**src/design/sgemm_bias_relu_top_assert.svh**
```systemverilog
// Assertion macros for the matrix engine.
// Expects clk and arst_n to exist in the module that includes this header.
`ifndef SGEMM_BIAS_RELU_TOP_ASSERT_SVH
`define SGEMM_BIAS_RELU_TOP_ASSERT_SVH

// The antecedent implies the consequent in the same cycle.
`define SBR_ASSERT_NOW(lbl, ante, cons, msg) \
	lbl: assert property (@(posedge clk) disable iff (!arst_n) (ante) |-> (cons)) \
		else $error(msg);

// The antecedent implies the consequent in the next cycle.
`define SBR_ASSERT_NEXT(lbl, ante, cons, msg) \
	lbl: assert property (@(posedge clk) disable iff (!arst_n) (ante) |=> (cons)) \
		else $error(msg);

`endif

```
**src/design/sbr_pkg.sv**
```systemverilog
// Shared types and constants of the matrix engine.
// No dependencies; used by sbr_fma and sgemm_bias_relu_top.
`default_nettype none

package sbr_pkg;

	// Command codes of an input item.
	localparam logic [1:0] CMD_LOAD_A    = 2'd0;
	localparam logic [1:0] CMD_LOAD_B    = 2'd1;
	localparam logic [1:0] CMD_LOAD_BIAS = 2'd2;
	localparam logic [1:0] CMD_EMIT      = 2'd3;

	// Configuration register indexes and port widths.
	localparam int CFG_IW = 3;
	localparam int CFG_DW = 9;
	localparam logic [CFG_IW-1:0] REG_NUM_ROWS  = 3'd0;
	localparam logic [CFG_IW-1:0] REG_NUM_COLS  = 3'd1;
	localparam logic [CFG_IW-1:0] REG_DEPTH     = 3'd2;
	localparam logic [CFG_IW-1:0] REG_FUSE_BIAS = 3'd3;
	localparam logic [CFG_IW-1:0] REG_FUSE_RELU = 3'd4;

	// Binary32 constants.
	localparam logic [31:0] FP_ONE    = 32'h3F80_0000;
	localparam logic [31:0] FP_ZERO   = 32'h0000_0000;
	localparam logic [31:0] CANON_NAN = 32'h7FC0_0000;
	localparam logic [30:0] FP_INF    = 31'h7F80_0000;

	typedef struct packed {
		logic [1:0]  cmd;
		logic [7:0]  row_index;
		logic [7:0]  col_index;
		logic [31:0] value;
	} item_t;

	typedef struct packed {
		logic [5:0]  out_row;
		logic [5:0]  out_col;
		logic [31:0] out_value;
	} result_t;

	// Status of the multiply-add unit.
	typedef struct packed {
		logic busy;
		logic done;
	} fma_stat_t;

endpackage

`default_nettype wire

```
**src/design/sbr_fma.sv**
```systemverilog
// Iterative binary32 fused multiply-add, round to nearest even, no flushing.
// Depends on sbr_pkg.
`default_nettype none

module sbr_fma (
	input  wire logic              clk,
	input  wire logic              arst_n,
	input  wire logic              go,
	input  wire logic [31:0]       a,
	input  wire logic [31:0]       b,
	input  wire logic [31:0]       c,
	output sbr_pkg::fma_stat_t     stat,
	output logic [31:0]            res
);
	import sbr_pkg::*;

	typedef enum logic [3:0] {
		F_IDLE, F_UNPK, F_ALIGN, F_ADD, F_ABS, F_NORM, F_FINE, F_RND, F_PACK
	} fstate_t;

	fstate_t state_q;
	logic        done_q;
	logic [31:0] res_q;
	logic [31:0] a_q, b_q, c_q;

	// Unpacked operands.
	logic [47:0]        mp_q;
	logic [23:0]        mc_q;
	logic signed [11:0] ep_q, ec_q;
	logic               sp_q, sc_q;

	// Aligned operands and sum.
	logic [127:0]       x_q, y_q;
	logic signed [11:0] eb_q;
	logic               sx_q, sub_q, zsign_q;
	logic [128:0]       sum_q;
	logic [127:0]       n_q;
	logic [7:0]         lz_q;
	logic               s_q;

	// Rounding inputs.
	logic [23:0]        keep_q;
	logic               guard_q, sticky_q;
	logic signed [11:0] epk_q;

	function automatic logic [4:0] clz16(input logic [15:0] v);
		logic [4:0] n;
		logic       hit;
		n = 5'd16;
		hit = 1'b0;
		for (int i = 15; i >= 0; i--) begin
			if (!hit && v[i]) begin
				n = 5'(15 - i);
				hit = 1'b1;
			end
		end
		return n;
	endfunction

	// Unpack and multiply.
	logic [7:0]         a_exp, b_exp, c_exp;
	logic               a_zero, b_zero, a_inf, b_inf, c_inf, a_nan, b_nan, c_nan;
	logic [23:0]        ma, mb, mc;
	logic signed [11:0] ea, eb, ec;
	logic               sp, p_inf, nan_r, spec;
	logic [31:0]        spec_val;

	always_comb begin
		a_exp  = a_q[30:23];
		b_exp  = b_q[30:23];
		c_exp  = c_q[30:23];
		a_zero = (a_q[30:0] == 31'd0);
		b_zero = (b_q[30:0] == 31'd0);
		a_inf  = (a_exp == 8'hFF) && (a_q[22:0] == 23'd0);
		b_inf  = (b_exp == 8'hFF) && (b_q[22:0] == 23'd0);
		c_inf  = (c_exp == 8'hFF) && (c_q[22:0] == 23'd0);
		a_nan  = (a_exp == 8'hFF) && (a_q[22:0] != 23'd0);
		b_nan  = (b_exp == 8'hFF) && (b_q[22:0] != 23'd0);
		c_nan  = (c_exp == 8'hFF) && (c_q[22:0] != 23'd0);
		ma = {a_exp != 8'd0, a_q[22:0]};
		mb = {b_exp != 8'd0, b_q[22:0]};
		mc = {c_exp != 8'd0, c_q[22:0]};
		ea = (a_exp == 8'd0) ? -12'sd149 : $signed({4'b0, a_exp}) - 12'sd150;
		eb = (b_exp == 8'd0) ? -12'sd149 : $signed({4'b0, b_exp}) - 12'sd150;
		ec = (c_exp == 8'd0) ? -12'sd149 : $signed({4'b0, c_exp}) - 12'sd150;
		sp = a_q[31] ^ b_q[31];
		p_inf = a_inf || b_inf;
		nan_r = a_nan || b_nan || c_nan || (a_inf && b_zero) || (b_inf && a_zero) ||
			(p_inf && c_inf && (sp != c_q[31]));
		spec = nan_r || p_inf || c_inf;
		if (nan_r) begin
			spec_val = CANON_NAN;
		end else if (p_inf) begin
			spec_val = {sp, FP_INF};
		end else begin
			spec_val = c_q;
		end
	end

	// Alignment: the operand with the larger exponent moves left by at most 76.
	logic               swap;
	logic [47:0]        mx, my, ymag;
	logic signed [11:0] ex, ey, d, ebase;
	logic               sx, sy;
	logic [6:0]         sh;

	always_comb begin
		swap  = (mp_q == 48'd0) || ((mc_q != 24'd0) && (ec_q > ep_q));
		mx    = swap ? {24'd0, mc_q} : mp_q;
		my    = swap ? mp_q : {24'd0, mc_q};
		ex    = swap ? ec_q : ep_q;
		ey    = swap ? ep_q : ec_q;
		sx    = swap ? sc_q : sp_q;
		sy    = swap ? sp_q : sc_q;
		d     = ex - ey;
		if (my == 48'd0) begin
			sh   = 7'd0;
			ymag = 48'd0;
		end else if (d > 12'sd76) begin
			// The smaller operand only affects the sticky bit.
			sh   = 7'd76;
			ymag = 48'd1;
		end else begin
			sh   = 7'(d);
			ymag = my;
		end
		ebase = ex - $signed({5'b0, sh});
	end

	// Rounding position and guard and sticky bits.
	logic signed [11:0] ebn, tmin, t, tm1, epk;
	logic [127:0]       shv;
	logic [23:0]        keep;
	logic               guard, sticky;

	always_comb begin
		ebn  = eb_q - $signed({4'b0, lz_q});
		tmin = -12'sd149 - ebn;
		t    = (tmin > 12'sd104) ? tmin : 12'sd104;
		tm1  = t - 12'sd1;
		epk  = ebn + t + 12'sd149;
		shv  = n_q >> tm1[6:0];
		if (tm1 >= 12'sd128) begin
			keep   = 24'd0;
			guard  = 1'b0;
			sticky = 1'b1;
		end else begin
			keep   = shv[24:1];
			guard  = shv[0];
			sticky = |(n_q & ((128'd1 << tm1[6:0]) - 128'd1));
		end
	end

	// Final packing; a rounding carry moves into the exponent by itself.
	logic        up;
	logic [31:0] mag;

	always_comb begin
		up  = guard_q && (sticky_q || keep_q[0]);
		mag = {1'b0, epk_q[7:0], 23'd0} + {8'd0, keep_q} + {31'd0, up};
	end

	// Sequencer of the unit.
	always_ff @(posedge clk or negedge arst_n) begin
		if (!arst_n) begin
			state_q <= F_IDLE;
			done_q  <= 1'b0;
		end else begin
			done_q <= 1'b0;
			case (state_q)
				F_IDLE: begin
					if (go) begin
						state_q <= F_UNPK;
					end
				end
				F_UNPK: begin
					if (spec) begin
						done_q  <= 1'b1;
						state_q <= F_IDLE;
					end else begin
						state_q <= F_ALIGN;
					end
				end
				F_ALIGN: state_q <= F_ADD;
				F_ADD:   state_q <= F_ABS;
				F_ABS: begin
					if (sum_q == 129'd0) begin
						done_q  <= 1'b1;
						state_q <= F_IDLE;
					end else begin
						state_q <= F_NORM;
					end
				end
				F_NORM: begin
					if (n_q[127:112] != 16'd0) begin
						state_q <= F_FINE;
					end
				end
				F_FINE: state_q <= F_RND;
				F_RND:  state_q <= F_PACK;
				F_PACK: begin
					done_q  <= 1'b1;
					state_q <= F_IDLE;
				end
				default: state_q <= F_IDLE;
			endcase
		end
	end

	// Datapath registers.
	always_ff @(posedge clk) begin
		case (state_q)
			F_IDLE: begin
				if (go) begin
					a_q <= a;
					b_q <= b;
					c_q <= c;
				end
			end
			F_UNPK: begin
				mp_q <= ma * mb;
				ep_q <= ea + eb;
				mc_q <= mc;
				ec_q <= ec;
				sp_q <= sp;
				sc_q <= c_q[31];
				res_q <= spec_val;
			end
			F_ALIGN: begin
				x_q     <= 128'(mx) << sh;
				y_q     <= 128'(ymag);
				eb_q    <= ebase;
				sx_q    <= sx;
				sub_q   <= sx ^ sy;
				zsign_q <= (mp_q == 48'd0) && (mc_q == 24'd0) && sp_q && sc_q;
			end
			F_ADD: begin
				sum_q <= sub_q ? ({1'b0, x_q} - {1'b0, y_q}) : ({1'b0, x_q} + {1'b0, y_q});
			end
			F_ABS: begin
				res_q <= {zsign_q, 31'd0};
				lz_q  <= 8'd0;
				if (sum_q[128]) begin
					n_q <= ~sum_q[127:0] + 128'd1;
					s_q <= ~sx_q;
				end else begin
					n_q <= sum_q[127:0];
					s_q <= sx_q;
				end
			end
			F_NORM: begin
				if (n_q[127:112] == 16'd0) begin
					n_q  <= n_q << 16;
					lz_q <= lz_q + 8'd16;
				end
			end
			F_FINE: begin
				n_q  <= n_q << clz16(n_q[127:112]);
				lz_q <= lz_q + 8'(clz16(n_q[127:112]));
			end
			F_RND: begin
				keep_q   <= keep;
				guard_q  <= guard;
				sticky_q <= sticky;
				epk_q    <= epk;
			end
			F_PACK: begin
				if (epk_q >= 12'sd254) begin
					res_q <= {s_q, FP_INF};
				end else begin
					res_q <= {s_q, mag[30:0]};
				end
			end
			default: ;
		endcase
	end

	assign stat.busy = (state_q != F_IDLE);
	assign stat.done = done_q;
	assign res       = res_q;

endmodule

`default_nettype wire
```
**config.mk**
```make
export PLATFORM = sky130hd
export DESIGN_NAME = sbr_fma
export DESIGN_NICKNAME = d
export VERILOG_FILES = /design/src/design/sgemm_bias_relu_top_assert.svh /design/src/design/sbr_pkg.sv /design/src/design/sbr_fma.sv
export SDC_FILE = /design/constraint.sdc
export NUM_CORES = 2
export LEC_CHECK = 0
export BUFFER_PORTS_ARGS = -buffer_cell sky130_fd_sc_hd__buf_2
export CAP_MARGIN = 5
export CORE_MARGIN = 2
export CORE_UTILIZATION = 30
export DETAILED_ROUTE_END_ITERATION = 8
export SLEW_MARGIN = 10
export SYNTH_ARGS = -nofsm -noshare
export SYNTH_HDL_FRONTEND = slang
export SYNTH_SLANG_ARGS = --single-unit
```
**constraint.sdc**
```tcl
create_clock -name clk -period 13.2 [get_ports clk]
set_input_delay 2.64 -clock clk [delete_from_list [all_inputs] [get_ports clk]]
set_output_delay 2.64 -clock clk [all_outputs]
set_load 0.005 [all_outputs]
```
==> run summary <==
- **average instance area after synthesis** 8.808 um^2
- **number of antenna violations at the first check in global routing** 15
- **actual transition at the worst max-transition pin** 1.270 ns
- **cell repeated most along the worst path** buf_4
- **gp weighted congestion** 1.069
- **worst relative slew slack** 14.24%
- **cells taking the most area after synthesis** edfxtp_1 26%, fa_1 12%, mux2i_1 9.7%, nand2_1 5.7%, ha_1 5.7%
- **Reg-to-Reg End** sticky_q$_SDFFCE_PP1P_
- **ratio of cells with drive above 1 in the final layout** 9.207%
- **area added between synthesis and finish** 9.772%
- **Yosys top cell area share** 25.93%
- **Port Buf Inserts** 132
- **iteration-0 DRC count of the detailed router** 8375
- **total gr overflow** 0
- **RSZ-0062 raised after global routing** false
- **Detailed Route WL** 336800 um
- **final standard cell area without fillers** 91290 um^2
- **Final ANT Viol Nets** 0
- **drt wl/cell** 25.74 um
- **flop-to-flop setup slack** 2.54 ns
- **total CTS buffers** 87
- **Ys Warns** 0
- **Max Freq** 93.77 MHz
- **Synth Register Bits** 723
- **site row count** 193
- **Final period util** 80.79%
- **depth of the worst hold-timing path** 0
- **final-report hold violation count** 0
- **H-tree level count** 3
- **Post-Syn Area** 83160 um^2
- **fin nets** 10270
- **largest driver fanout on the critical path** 48
- **count of clock tree sinks** 723
- **max-capacitance violation count** 0
- **detailed-router iteration count before antenna repair** 8
- **Req. time, crit path** 13.71 ns
- **Finish-stage setup viols** 0
- **status** finished, final reports clean
- **post-place instance area** 88280 um^2
- **largest delay contributor family on the critical path** simple AND/OR/NAND/NOR gates
- **number of enable-type register cells in the synthesized netlist** 718
- **largest area contributor in the netlist** edfxtp_1
- **leading cell type by number of instances after synthesis** nand2_1
- **cells on worst reg2reg path** 34
- **Die Footprint** 281400 um^2
- **worst reg2reg path startpoint** lz_q[1]$_SDFFCE_PP0P_
- **Resized cells post-CTS** 0
- **critical path endpoint category** flip-flop
- **initial standard-cell utilization of the core** 30.13%
- **maximum number of pins on one net before global-route repair** 144
- **prevailing post-synth register cell** edfxtp_1
- **maximum clock path buffer count** 3
- **number of remaining DRC errors** 0
- **fraction of registers with async set/reset** 0.6916%
- **clock-pin slew of the registers on the worst-case setup and hold paths** 0.09 ns
- **highest-delay cell along the critical path** ha_4
- **max-slew violation count** 0
- **detail-routed via count per cell** 5.640
- **Vert. Die Dim** 530.5 um
- **post-synth cell types** 123
- **placeable core region** 276000 um^2
- **sequential fraction of the synthesis area** 26.08%
- **number of global-route vias before repair** 71030
- **Worst Skew** 0.06045 ns
- **total via count after detailed routing** 73790
- **clock tree from TritonCTS** built
- **DP Wirelength** 261200 um
- **number of buffers inserted for hold repair after clock tree synthesis** 0
- **number of instances in the synthesized netlist** 9441
- **Tmin final** 10.66 ns
- **top cells by count, synth** 1265 x nand2_1, 810 x mux2i_1, 718 x edfxtp_1
- **syn nets** 10410
- **origin of the worst min-delay path** c_q[31]$_DFFE_PP_
- **category of the most critical setup path** reg2reg
- **endpoint with the worst hold slack** sc_q$_DFFE_PP_
- **Die X-Extent** 530.5 um
- **Total GRT Usage** 23.36%
- **worst path buffer plus inverter count** 5
- **first-pass GRT wire length** 492400 um
- **critical path startpoint category** flip-flop
- **I/O pin cnt** 133
- **Tightest Hold Check Type** reg2reg
- **post-CTS repair timing setup buffer count** 0
- **critical path arrival** 11.17 ns
- **maximum cell stage delay along the critical path** 0.77 ns
- **Setup Total Neg Slack** 0 ns
- **worst-skew pair later-pin latency** 0.76 ns
- **root cell of the clock tree** clkbuf_16
-- final cells by class --
cell class	instances	area, um^2
antenna	6	15.01
clock buffer	94	2246
clock inverter	65	743.2
fill	28770	184700
inverter	641	2412
multi-input combinational	7466	56950
sequential	723	21690
tap	3705	4636
timing repair buffer	384	2603
-- flip-flops by register name (all words and copies together) (netlist names), 4 cells and up --
register,count
x_q,128
epk_q,12
mc_q,24
n_q,128
y_q,48
keep_q,24
eb_q,12
b_q,32
mp_q,48
state_q,4
ep_q,12
c_q,32
res,32
sum_q,129
lz_q,8
ec_q,9
a_q,32
-- per-stage QoR --
step	setup WS, ns	instances	hold WS, ns	utilization [%]
final	2.536	13080	0.5167	33.07
after global routing	2.080	13080	0.5294	33.07
after CTS	2.699	13080	0.5180	33.07
after detailed placement	2.663	12920	0.4939	31.98
after global placement	2.574	12920	0.4947	31.98
after floorplan	2.985	9441	0.4502	-
-- routing by layer --
| layer | vias to the layer above | GRT usage, % | routed length (um) |
|---|---|---|---|
| li1 | 33370 | - | - |
| met1 | 36000 | 30.47 | 137800 |
| met2 | 3585 | 36.92 | 150400 |
| met3 | 836 | 3.633 | 26890 |
| met4 | 10 | 12.75 | 21590 |
| met5 | - | 0 | 69 |
-- worst max-delay path by stage --
| stage | slack (ns) | from | depth (start not counted) | end |
|---|---|---|---|---|
| 6_report | 2.54 | lz_q[1]$_SDFFCE_PP0P_ | 34 | sticky_q$_SDFFCE_PP1P_ |
| 2_1_floorplan | 2.99 | state_q[0]$_DFFE_PN0P_ | 3 | sum_q[0]$_DFFE_PP_ |
| 4_1_cts | 2.70 | lz_q[1]$_SDFFCE_PP0P_ | 34 | sticky_q$_SDFFCE_PP1P_ |
| 3_5_place_dp | 2.66 | lz_q[1]$_SDFFCE_PP0P_ | 34 | sticky_q$_SDFFCE_PP1P_ |
| 5_1_grt | 2.08 | lz_q[1]$_SDFFCE_PP0P_ | 34 | sticky_q$_SDFFCE_PP1P_ |
| 3_3_place_gp | 2.57 | lz_q[1]$_SDFFCE_PP0P_ | 36 | sticky_q$_SDFFCE_PP1P_ |
-- cells by family (layout without fill, tap and decap cells) --
family,Yosys count,after routing,synth area share (%)
DFF,723,723,26.08
and+or+nand+nor,3031,3031,16.77
muxes,970,970,12.09
AOI/OAI and AO/OA,2123,2123,16.72
xor gates and xnor gates,475,475,5.126
buffers and inverters,1252,1184,5.787
adders and majority gates,865,865,17.42
other,2,8,0.009031
-- layout by cell type (no fill, tap or decap), drive strengths merged, types with 23 or more instances in the layout --
cell type / synthesis / layout
nand2: 1269 / 1269
mux2i: 810 / 810
edfxtp: 718 / 718
nor2: 662 / 662
inv: 640 / 648
a21oi: 545 / 545
o21ai: 492 / 492
fa: 488 / 488
buf: 146 / 383
ha: 377 / 377
and2: 271 / 271
xnor2: 249 / 249
xor2: 224 / 224
nand3: 178 / 178
mux2: 147 / 147
a21o: 145 / 145
nor3: 134 / 134
o211ai: 108 / 108
nand4: 97 / 97
clkbuf: 465 / 95
o22ai: 81 / 81
a22oi: 76 / 76
nor4: 75 / 75
o21a: 70 / 70
or3: 67 / 67
o31ai: 64 / 64
a31oi: 63 / 63
a211oi: 62 / 62
nor2b: 61 / 61
and3: 55 / 55
nand2b: 53 / 53
o221ai: 50 / 50
o21bai: 43 / 43
clkinv: 1 / 38
or4: 37 / 37
or2: 35 / 35
a31o: 34 / 34
a22o: 28 / 28
a2111oi: 23 / 23
-- worst register-to-register path, delay by kind of cell (launching register included) --
kind | cells | cell delay [ns]
and+or+nand+nor | 16 | 4.85
DFF | 1 | 0.39
AOI/OAI and AO/OA | 8 | 1.75
xor gates and xnor gates | 1 | 0.74
buffers and inverters | 5 | 1.11
adders and majority gates | 4 | 1.61
Power is not shown: default switching activity piles up to over one toggle a cycle in this logic, so the estimate is an artifact.
